==> config.mk <==
export PLATFORM = sky130hd
export DESIGN_NAME = deadline_ordered_ready_queue
export DESIGN_NICKNAME = d
export VERILOG_FILES = /design/src/sv/dorq_pkg.sv /design/src/sv/dorq_ram.sv /design/src/sv/deadline_ordered_ready_queue.sv
export SDC_FILE = /design/constraint.sdc
export NUM_CORES = 1
export LEC_CHECK = 0
export ABC_AREA = 0
export BUFFER_PORTS_ARGS = -buffer_cell sky130_fd_sc_hd__buf_2
export CORE_MARGIN = 10
export CORE_UTILIZATION = 45
export CTS_CLUSTER_SIZE = 20
export DETAILED_ROUTE_END_ITERATION = 7
export PLACE_DENSITY = 0.61
export SLEW_MARGIN = 20
export SYNTH_ARGS = -nofsm -noshare
export SYNTH_HDL_FRONTEND = slang
export SYNTH_HIERARCHICAL = 1
export SYNTH_SLANG_ARGS = --single-unit
==> constraint.sdc <==
create_clock -name clk -period 7.7 [get_ports clk]
set_clock_uncertainty 0.1 [all_clocks]
set_input_delay 0.77 -clock clk [delete_from_list [all_inputs] [get_ports clk]]
set_output_delay 0.77 -clock clk [all_outputs]
set_load 0.05 [all_outputs]
==> src/sv/dorq_pkg.sv <==
package dorq_pkg;

  // Field widths of one item and one result.
  localparam int FUNC_W   = 2;
  localparam int TASK_W   = 8;
  localparam int DL_W     = 32;
  localparam int STATUS_W = 2;
  localparam int OCC_W    = 5;

  // One queue entry as stored in the slot memory: deadline above task.
  localparam int ENTRY_W  = DL_W + TASK_W;

  // Default number of queue slots.
  localparam int DORQ_CAPACITY = 16;

  // Operation codes.
  localparam logic [FUNC_W-1:0] FUNC_INSERT  = 2'd0;
  localparam logic [FUNC_W-1:0] FUNC_EXTRACT = 2'd1;
  localparam logic [FUNC_W-1:0] FUNC_REMOVE  = 2'd2;
  localparam logic [FUNC_W-1:0] FUNC_QUERY   = 2'd3;

  // Status codes.
  localparam logic [STATUS_W-1:0] STATUS_OK       = 2'd0;
  localparam logic [STATUS_W-1:0] STATUS_EMPTY    = 2'd1;
  localparam logic [STATUS_W-1:0] STATUS_FULL     = 2'd2;
  localparam logic [STATUS_W-1:0] STATUS_NOTFOUND = 2'd3;

endpackage

==> src/sv/dorq_ram.sv <==
module dorq_ram #(
  parameter int WIDTH = 8,
  parameter int DEPTH = 16
) (
  input  logic                     clk,
  input  logic                     wr_en,
  input  logic [$clog2(DEPTH)-1:0] wr_addr,
  input  logic [WIDTH-1:0]         wr_data,
  input  logic [$clog2(DEPTH)-1:0] rd_addr,
  output logic [WIDTH-1:0]         rd_data
);

  logic [WIDTH-1:0] mem [DEPTH];
  logic [WIDTH-1:0] rd_data_r;

  // One write port, one registered read port.
  always_ff @(posedge clk) begin
    if (wr_en) begin
      mem[wr_addr] <= wr_data;
    end
    rd_data_r <= mem[rd_addr];
  end

  assign rd_data = rd_data_r;

endmodule

==> src/sv/deadline_ordered_ready_queue.sv <==
// An item that needs no walk (insert into an empty or full queue, any
// operation on an empty queue) gives its result strobe in the cycle after accept.
// Extract, remove and query walk the slot memory head first, one slot a cycle.
// Insert walks from the tail.
// busy is low again in the cycle the result strobe shows; the receiver cannot stall.
// Reset clears the entry count and control state; the slot memory is not cleared.
module deadline_ordered_ready_queue #(
  parameter int CAPACITY = dorq_pkg::DORQ_CAPACITY
) (
  input  logic                           clk,
  input  logic                           rst_n,
  input  logic                           start,
  output logic                           busy,
  input  logic [dorq_pkg::FUNC_W-1:0]    in_func,
  input  logic [dorq_pkg::TASK_W-1:0]    in_task_id,
  input  logic [dorq_pkg::DL_W-1:0]      in_deadline,
  output logic                           out_valid,
  output logic [dorq_pkg::STATUS_W-1:0]  out_status,
  output logic [dorq_pkg::TASK_W-1:0]    out_task,
  output logic [dorq_pkg::DL_W-1:0]      out_deadline,
  output logic                           out_present,
  output logic [dorq_pkg::OCC_W-1:0]     out_occupancy
);

  import dorq_pkg::*;

  localparam int IDX_W = $clog2(CAPACITY);
  localparam int CNT_W = $clog2(CAPACITY + 1);

  // Controller states.
  localparam logic [1:0] ST_IDLE = 2'd0;
  localparam logic [1:0] ST_UP   = 2'd1;
  localparam logic [1:0] ST_DN   = 2'd2;
  localparam logic [1:0] ST_HEAD = 2'd3;

  logic [1:0]          state_r, state_nxt;
  logic [IDX_W-1:0]    idx_r, idx_nxt;
  logic [CNT_W-1:0]    cnt_r, cnt_nxt;
  logic [FUNC_W-1:0]   op_r;
  logic [TASK_W-1:0]   id_r;
  logic [DL_W-1:0]     dl_r;
  logic                found_r, found_nxt;
  logic [ENTRY_W-1:0]  hit_r;
  logic                hit_load;

  logic                out_valid_r, out_valid_nxt;
  logic [STATUS_W-1:0] out_status_r, out_status_nxt;
  logic [TASK_W-1:0]   out_task_r, out_task_nxt;
  logic [DL_W-1:0]     out_dl_r, out_dl_nxt;
  logic                out_present_r, out_present_nxt;
  logic [OCC_W-1:0]    out_occ_r;

  logic                accept;
  logic                wr_en;
  logic [IDX_W-1:0]    wr_addr;
  logic [ENTRY_W-1:0]  wr_data;
  logic [IDX_W-1:0]    rd_addr;
  logic [ENTRY_W-1:0]  rd_data;
  logic [DL_W-1:0]     rd_dl;
  logic [TASK_W-1:0]   rd_task;
  logic                last;
  logic                match;

  dorq_ram #(
    .WIDTH (ENTRY_W),
    .DEPTH (CAPACITY)
  ) u_slots (
    .clk     (clk),
    .wr_en   (wr_en),
    .wr_addr (wr_addr),
    .wr_data (wr_data),
    .rd_addr (rd_addr),
    .rd_data (rd_data)
  );

  assign accept  = start && (state_r == ST_IDLE);
  assign rd_dl   = rd_data[ENTRY_W-1:TASK_W];
  assign rd_task = rd_data[TASK_W-1:0];
  assign last    = (idx_r == IDX_W'(cnt_r - 1'b1));
  assign match   = !found_r && ((op_r == FUNC_EXTRACT) || (rd_task == id_r));

  // Walk controller: the data read for slot idx_r arrives in the cycle after
  // the read was issued, so one slot is handled per cycle.
  always_comb begin
    state_nxt       = state_r;
    idx_nxt         = idx_r;
    cnt_nxt         = cnt_r;
    found_nxt       = found_r;
    hit_load        = 1'b0;
    wr_en           = 1'b0;
    wr_addr         = idx_r;
    wr_data         = rd_data;
    rd_addr         = idx_r;
    out_valid_nxt   = 1'b0;
    out_status_nxt  = STATUS_OK;
    out_task_nxt    = '0;
    out_dl_nxt      = '0;
    out_present_nxt = 1'b0;

    unique case (state_r)
      ST_IDLE: begin
        if (start) begin
          found_nxt = 1'b0;
          if (cnt_r == CNT_W'(0)) begin
            // Empty queue: insert lands in the head slot, others answer at once.
            out_valid_nxt = 1'b1;
            case (in_func)
              FUNC_INSERT: begin
                wr_en   = 1'b1;
                wr_addr = '0;
                wr_data = {in_deadline, in_task_id};
                cnt_nxt = cnt_r + 1'b1;
              end
              FUNC_EXTRACT: out_status_nxt = STATUS_EMPTY;
              FUNC_REMOVE:  out_status_nxt = STATUS_NOTFOUND;
              default:      out_status_nxt = STATUS_OK;
            endcase
          end else if (in_func == FUNC_INSERT) begin
            if (cnt_r == CNT_W'(CAPACITY)) begin
              out_valid_nxt  = 1'b1;
              out_status_nxt = STATUS_FULL;
            end else begin
              // Start at the tail and shift later deadlines up by one slot.
              idx_nxt   = IDX_W'(cnt_r - 1'b1);
              rd_addr   = idx_nxt;
              state_nxt = ST_DN;
            end
          end else begin
            idx_nxt   = '0;
            rd_addr   = '0;
            state_nxt = ST_UP;
          end
        end
      end

      ST_UP: begin
        // Once the target is found, every later slot moves down by one.
        if (found_r) begin
          wr_en   = 1'b1;
          wr_addr = IDX_W'(idx_r - 1'b1);
          wr_data = rd_data;
        end
        if (match) begin
          found_nxt = 1'b1;
          hit_load  = 1'b1;
        end
        if ((op_r == FUNC_QUERY) && match) begin
          out_valid_nxt   = 1'b1;
          out_present_nxt = 1'b1;
          state_nxt       = ST_IDLE;
        end else if (last) begin
          out_valid_nxt = 1'b1;
          state_nxt     = ST_IDLE;
          if (op_r == FUNC_QUERY) begin
            out_status_nxt = STATUS_OK;
          end else if (found_r || match) begin
            cnt_nxt = cnt_r - 1'b1;
            if (op_r == FUNC_EXTRACT) begin
              out_task_nxt = match ? rd_task : hit_r[TASK_W-1:0];
              out_dl_nxt   = match ? rd_dl : hit_r[ENTRY_W-1:TASK_W];
            end
          end else begin
            out_status_nxt = STATUS_NOTFOUND;
          end
        end else begin
          idx_nxt = IDX_W'(idx_r + 1'b1);
          rd_addr = idx_nxt;
        end
      end

      ST_DN: begin
        wr_en   = 1'b1;
        wr_addr = IDX_W'(idx_r + 1'b1);
        if (rd_dl > dl_r) begin
          // Later deadline: move it up and keep walking toward the head.
          wr_data = rd_data;
          if (idx_r == '0) begin
            state_nxt = ST_HEAD;
          end else begin
            idx_nxt = IDX_W'(idx_r - 1'b1);
            rd_addr = idx_nxt;
          end
        end else begin
          // Equal or earlier deadline: the new task goes right behind it.
          wr_data       = {dl_r, id_r};
          cnt_nxt       = cnt_r + 1'b1;
          out_valid_nxt = 1'b1;
          state_nxt     = ST_IDLE;
        end
      end

      ST_HEAD: begin
        wr_en         = 1'b1;
        wr_addr       = '0;
        wr_data       = {dl_r, id_r};
        cnt_nxt       = cnt_r + 1'b1;
        out_valid_nxt = 1'b1;
        state_nxt     = ST_IDLE;
      end

      default: begin
        state_nxt = ST_IDLE;
      end
    endcase
  end

  // Control state.
  always_ff @(posedge clk) begin
    if (!rst_n) begin
      state_r     <= ST_IDLE;
      cnt_r       <= '0;
      found_r     <= 1'b0;
      out_valid_r <= 1'b0;
    end else begin
      state_r     <= state_nxt;
      cnt_r       <= cnt_nxt;
      found_r     <= found_nxt;
      out_valid_r <= out_valid_nxt;
    end
  end

  // Item fields, walk index and result payload.
  always_ff @(posedge clk) begin
    idx_r <= idx_nxt;
    if (accept) begin
      op_r <= in_func;
      id_r <= in_task_id;
      dl_r <= in_deadline;
    end
    if (hit_load) begin
      hit_r <= rd_data;
    end
    out_status_r  <= out_status_nxt;
    out_task_r    <= out_task_nxt;
    out_dl_r      <= out_dl_nxt;
    out_present_r <= out_present_nxt;
    out_occ_r     <= OCC_W'(cnt_nxt);
  end

  assign busy          = (state_r != ST_IDLE);
  assign out_valid     = out_valid_r;
  assign out_status    = out_status_r;
  assign out_task      = out_task_r;
  assign out_deadline  = out_dl_r;
  assign out_present   = out_present_r;
  assign out_occupancy = out_occ_r;

  // The entry count never exceeds the number of slots.
  a_cnt_bound: assert property (@(posedge clk) disable iff (!rst_n)
    cnt_r <= CNT_W'(CAPACITY))
    else $error("entry count above capacity");

  // A result is only shown once the walk has ended.
  a_result_idle: assert property (@(posedge clk) disable iff (!rst_n)
    out_valid_r |-> (state_r == ST_IDLE))
    else $error("result shown while walking");

  // Insert into a full queue is refused in the next cycle.
  a_full_refused: assert property (@(posedge clk) disable iff (!rst_n)
    (accept && (in_func == FUNC_INSERT) && (cnt_r == CNT_W'(CAPACITY)))
    |=> (out_valid_r && (out_status_r == STATUS_FULL)))
    else $error("insert into full queue not refused");

  // The slot memory is only written by a walk or by an insert into an empty queue.
  a_write_owner: assert property (@(posedge clk) disable iff (!rst_n)
    (wr_en && (state_r == ST_IDLE)) |-> (accept && (cnt_r == CNT_W'(0))))
    else $error("stray slot write");

  // An empty report always comes with zero occupancy.
  a_empty_occ: assert property (@(posedge clk) disable iff (!rst_n)
    (out_valid_r && (out_status_r == STATUS_EMPTY)) |-> (out_occ_r == '0))
    else $error("empty status with nonzero occupancy");

endmodule

==> impl_metrics.csv <==
group,metric,value,unit
run_status,outcome,"complete, no violations",
critical_path,crit_top_cell,"a22oi_1",
clock_tree,cts_buffer_depth,3,
floorplanning,die-area,82700,um2
clock_tree,cts_setup_buffers,0,
cells_and_area,fillers,5609,
timing,holdWs,0.2360,ns
timing,setup_viol,0,
synth,synthCells,1731,
synth,netlist_area,32220,um2
critical_path,crit_chain,"inv_1 > ha_1 > nand4_1 > nor4_2 > a21boi_0 > a22oi_1 > a21oi_2 > a221oi_1 > a311o_1 > nor2b_4 > buf_4 > a22oi_1 > nand2_1",
clock_tree,cts_buffers,83,
timing,fin_tns_setup,0,ns
critical_path,path_class,"flip-flop to flip-flop",
clock_tree,htreeDepth,3,
critical_path,critPathArrivalTime,5.58,ns
floorplanning,io_pins,95,
route,antenna_left,0,
cells_and_area,fin_area,36600,um2
timing,relSlewSlack,26.20,%
floorplanning,start_util,45.22,%
route,num_vias,16906,
grt,grt_pass1_wl,116700,um
floorplanning,placementRows,98,
synth,ys.flop_type,"edfxtp_1",
synth,synth_xor_xnor_area_share,0.6253,%
clock_tree,cts_root_buf,"clkbuf_16",
cells_and_area,drive_above_1_share,20.52,%
grt,antenna_found_initial,4,
route,wl_per_cell,27.53,um
clock_tree,cts_sinks,823,
route,dr.pass1.iters,5,
cells_and_area,area_growth,13.61,%
floorplanning,fp.dieH,287.6,um
power,power_density,439.7,nW/um2
synth,ys_seq_area_share,73.57,%
route,route.detailed.drc,0,
hold_path,hold_path_class,"primary input to flip-flop",
place,port_buffers,94,
grt,grt_remaining_overflow,0,
timing,worst_pin_slew,1.105,ns
floorplanning,core_area,71240,um2
route,post_drt_via_cell_ratio,5.889,
timing,hold_viol,0,
place,placed_area,33790,um2
route,initialDrtViolationCount,1693,
power,ir_worst_vdd,0.0004554,V
synth,synthSimpleGateAreaFrac,4.202,%
cells_and_area,final_nets,1934,
critical_path,cp-start-kind,"flip-flop",
route,routed_wl,79040,um
timing,post-route-period-util,66.36,%
power,power,16.09,mW
place,dpl.hpwl,42420,um
timing,fmax,0.1957,GHz
timing,fin_crit,5.110,ns
synth,synthMuxAreaShare,12.01,%
clock_tree,clk_transition_reported_paths,0.06,ns
synth,synth-edff-count,722,
clock_tree,clk_latency,0.63,ns
critical_path,slowest_stage,"nor2b_4",
grt,grt_pass1_vias,17185,
cells_and_area,layout_commonest_cell,"edfxtp_1",
critical_path,worstPathRequired,8.17,ns
grt,grt_max_degree,162,
synth,synth_seq_cells,823,
synth,async_flop_share,0,%
synth,synth_top_family_by_area,"multiplexers",
timing,maxSlewViolCount,0,
clock_tree,cts_resized,0,
grt,grt_usage,19.01,%
synth,synthAdderAreaFrac,1.476,%
synth,avgSynthCellArea,18.61,um2
synth,ys_warn_count,6,
clock_tree,cts_tree,"built",
critical_path,cp_slowest_stage_delay,0.96,ns
synth,synth.net_count,1814,
power,leakage,12.50,nW
floorplanning,fp.dieW,287.6,um
critical_path,worstSetupEndpointType,"flip-flop",
job,cap_violations,0,
cells_and_area,final_cell_mix,"722 x edfxtp_1, 145 x nand2_1, 101 x dfxtp_1, 100 x mux4_2, 94 x buf_2",
clock_tree,cts_hold_buf,0,
timing,rsz0062_at_grt,"false",
place,gp_congestion,0.8267,
critical_path,worstPathMaxFanout,24,
synth,synth_compound_area_share,5.767,%
synth,ys_types,72,
[cell type report]
type / count / area [um2] / share of cell area [%]
tap: 950 / 1189 / 3.247
sequential: 823 / 23700 / 64.76
clock buffer: 110 / 2312 / 6.317
antenna: 1 / 2.502 / 0.006837
timing repair buffer: 126 / 748.2 / 2.044
multi-input combinational: 766 / 7964 / 21.76
inverter: 51 / 191.4 / 0.5230
clock inverter: 44 / 493.0 / 1.347
[routing by layer]
layer / up-vias / GRT usage, % / share of wire [%]
met2: 624 / 31.19 / 49
met5: - / 0 / 0.052
met1: 8906 / 25.85 / 42
met3: 114 / 3.083 / 6.6
li1: 7256 / - / -
met4: 6 / 5.773 / 2.2
[worst max-delay path, delay by kind of cell, from the launching register on]
family,cells,cell delay [ns]
compound gates,6,1.71
fa+ha+maj,1,0.36
buf+inv,2,0.53
flops,1,0.35
simple gates,4,1.99
[final timing paths]
check	startpoint	end	slack [ns]	cells past startpoint
worst max-delay path	dl_r[15]	u_slots/rd_data[26]	2.59	13
worst min-delay path	in_deadline[17]	dl_r[17]	0.24	1
worst max register to register	dl_r[15]	u_slots/rd_data[26]	2.59	13
worst min register to register	u_slots/rd_data[39]	hit_r[39]	0.40	0
[cells by family (layout without fill, tap and decap cells)]
kind of cell	Yosys count	after routing
flops	823	823
simple gates	285	285
compound gates	256	256
mux	164	164
buf+inv	142	331
fa+ha+maj	38	38
xor+xnor	23	23
other cells	0	1
[stage by stage]
stage	utilization, %	setup slack [ns]	instances
after global routing	51.38	2.334	2871
after global placement	47.44	2.709	2716
after detailed placement	47.44	2.699	2716
after CTS	51.38	2.639	2870
final	51.38	2.590	2871
after floorplan	-	2.007	1731
[power by group]
part | switching, mW | internal [mW] | total (mW)
clock | 1.66 | 2.45 | 4.12
combinational | 3.46 | 2.23 | 5.69
sequential | 0.293 | 5.99 | 6.28
[flip-flops by register name (all words and copies together) (netlist names), 2 cells and up]
name / cells
idx_r: 4
state_r: 2
out_occupancy: 5
out_deadline: 32
dl_r: 32
id_r: 8
hit_r: 40
op_r: 2
out_task: 8
u_slots/rd_data: 40
out_status: 2
u_slots/mem: 640
cnt_r: 5
[cells in the mapped netlist, drive strengths merged, types with 36 or more instances]
master / instances / area [um2]
inv: 51 / 191.4
and2: 41 / 256.5
nor2: 36 / 137.6
nand2: 146 / 550.5
buf: 37 / 362.9
a22oi: 82 / 615.6
a221o: 41 / 410.4
clkbuf: 54 / 202.7
a21oi: 71 / 366.6
edfxtp: 722 / 21680
dfxtp: 101 / 2022
mux4: 160 / 3829
ha: 38 / 475.5
(Power assumes the default switching activity.)
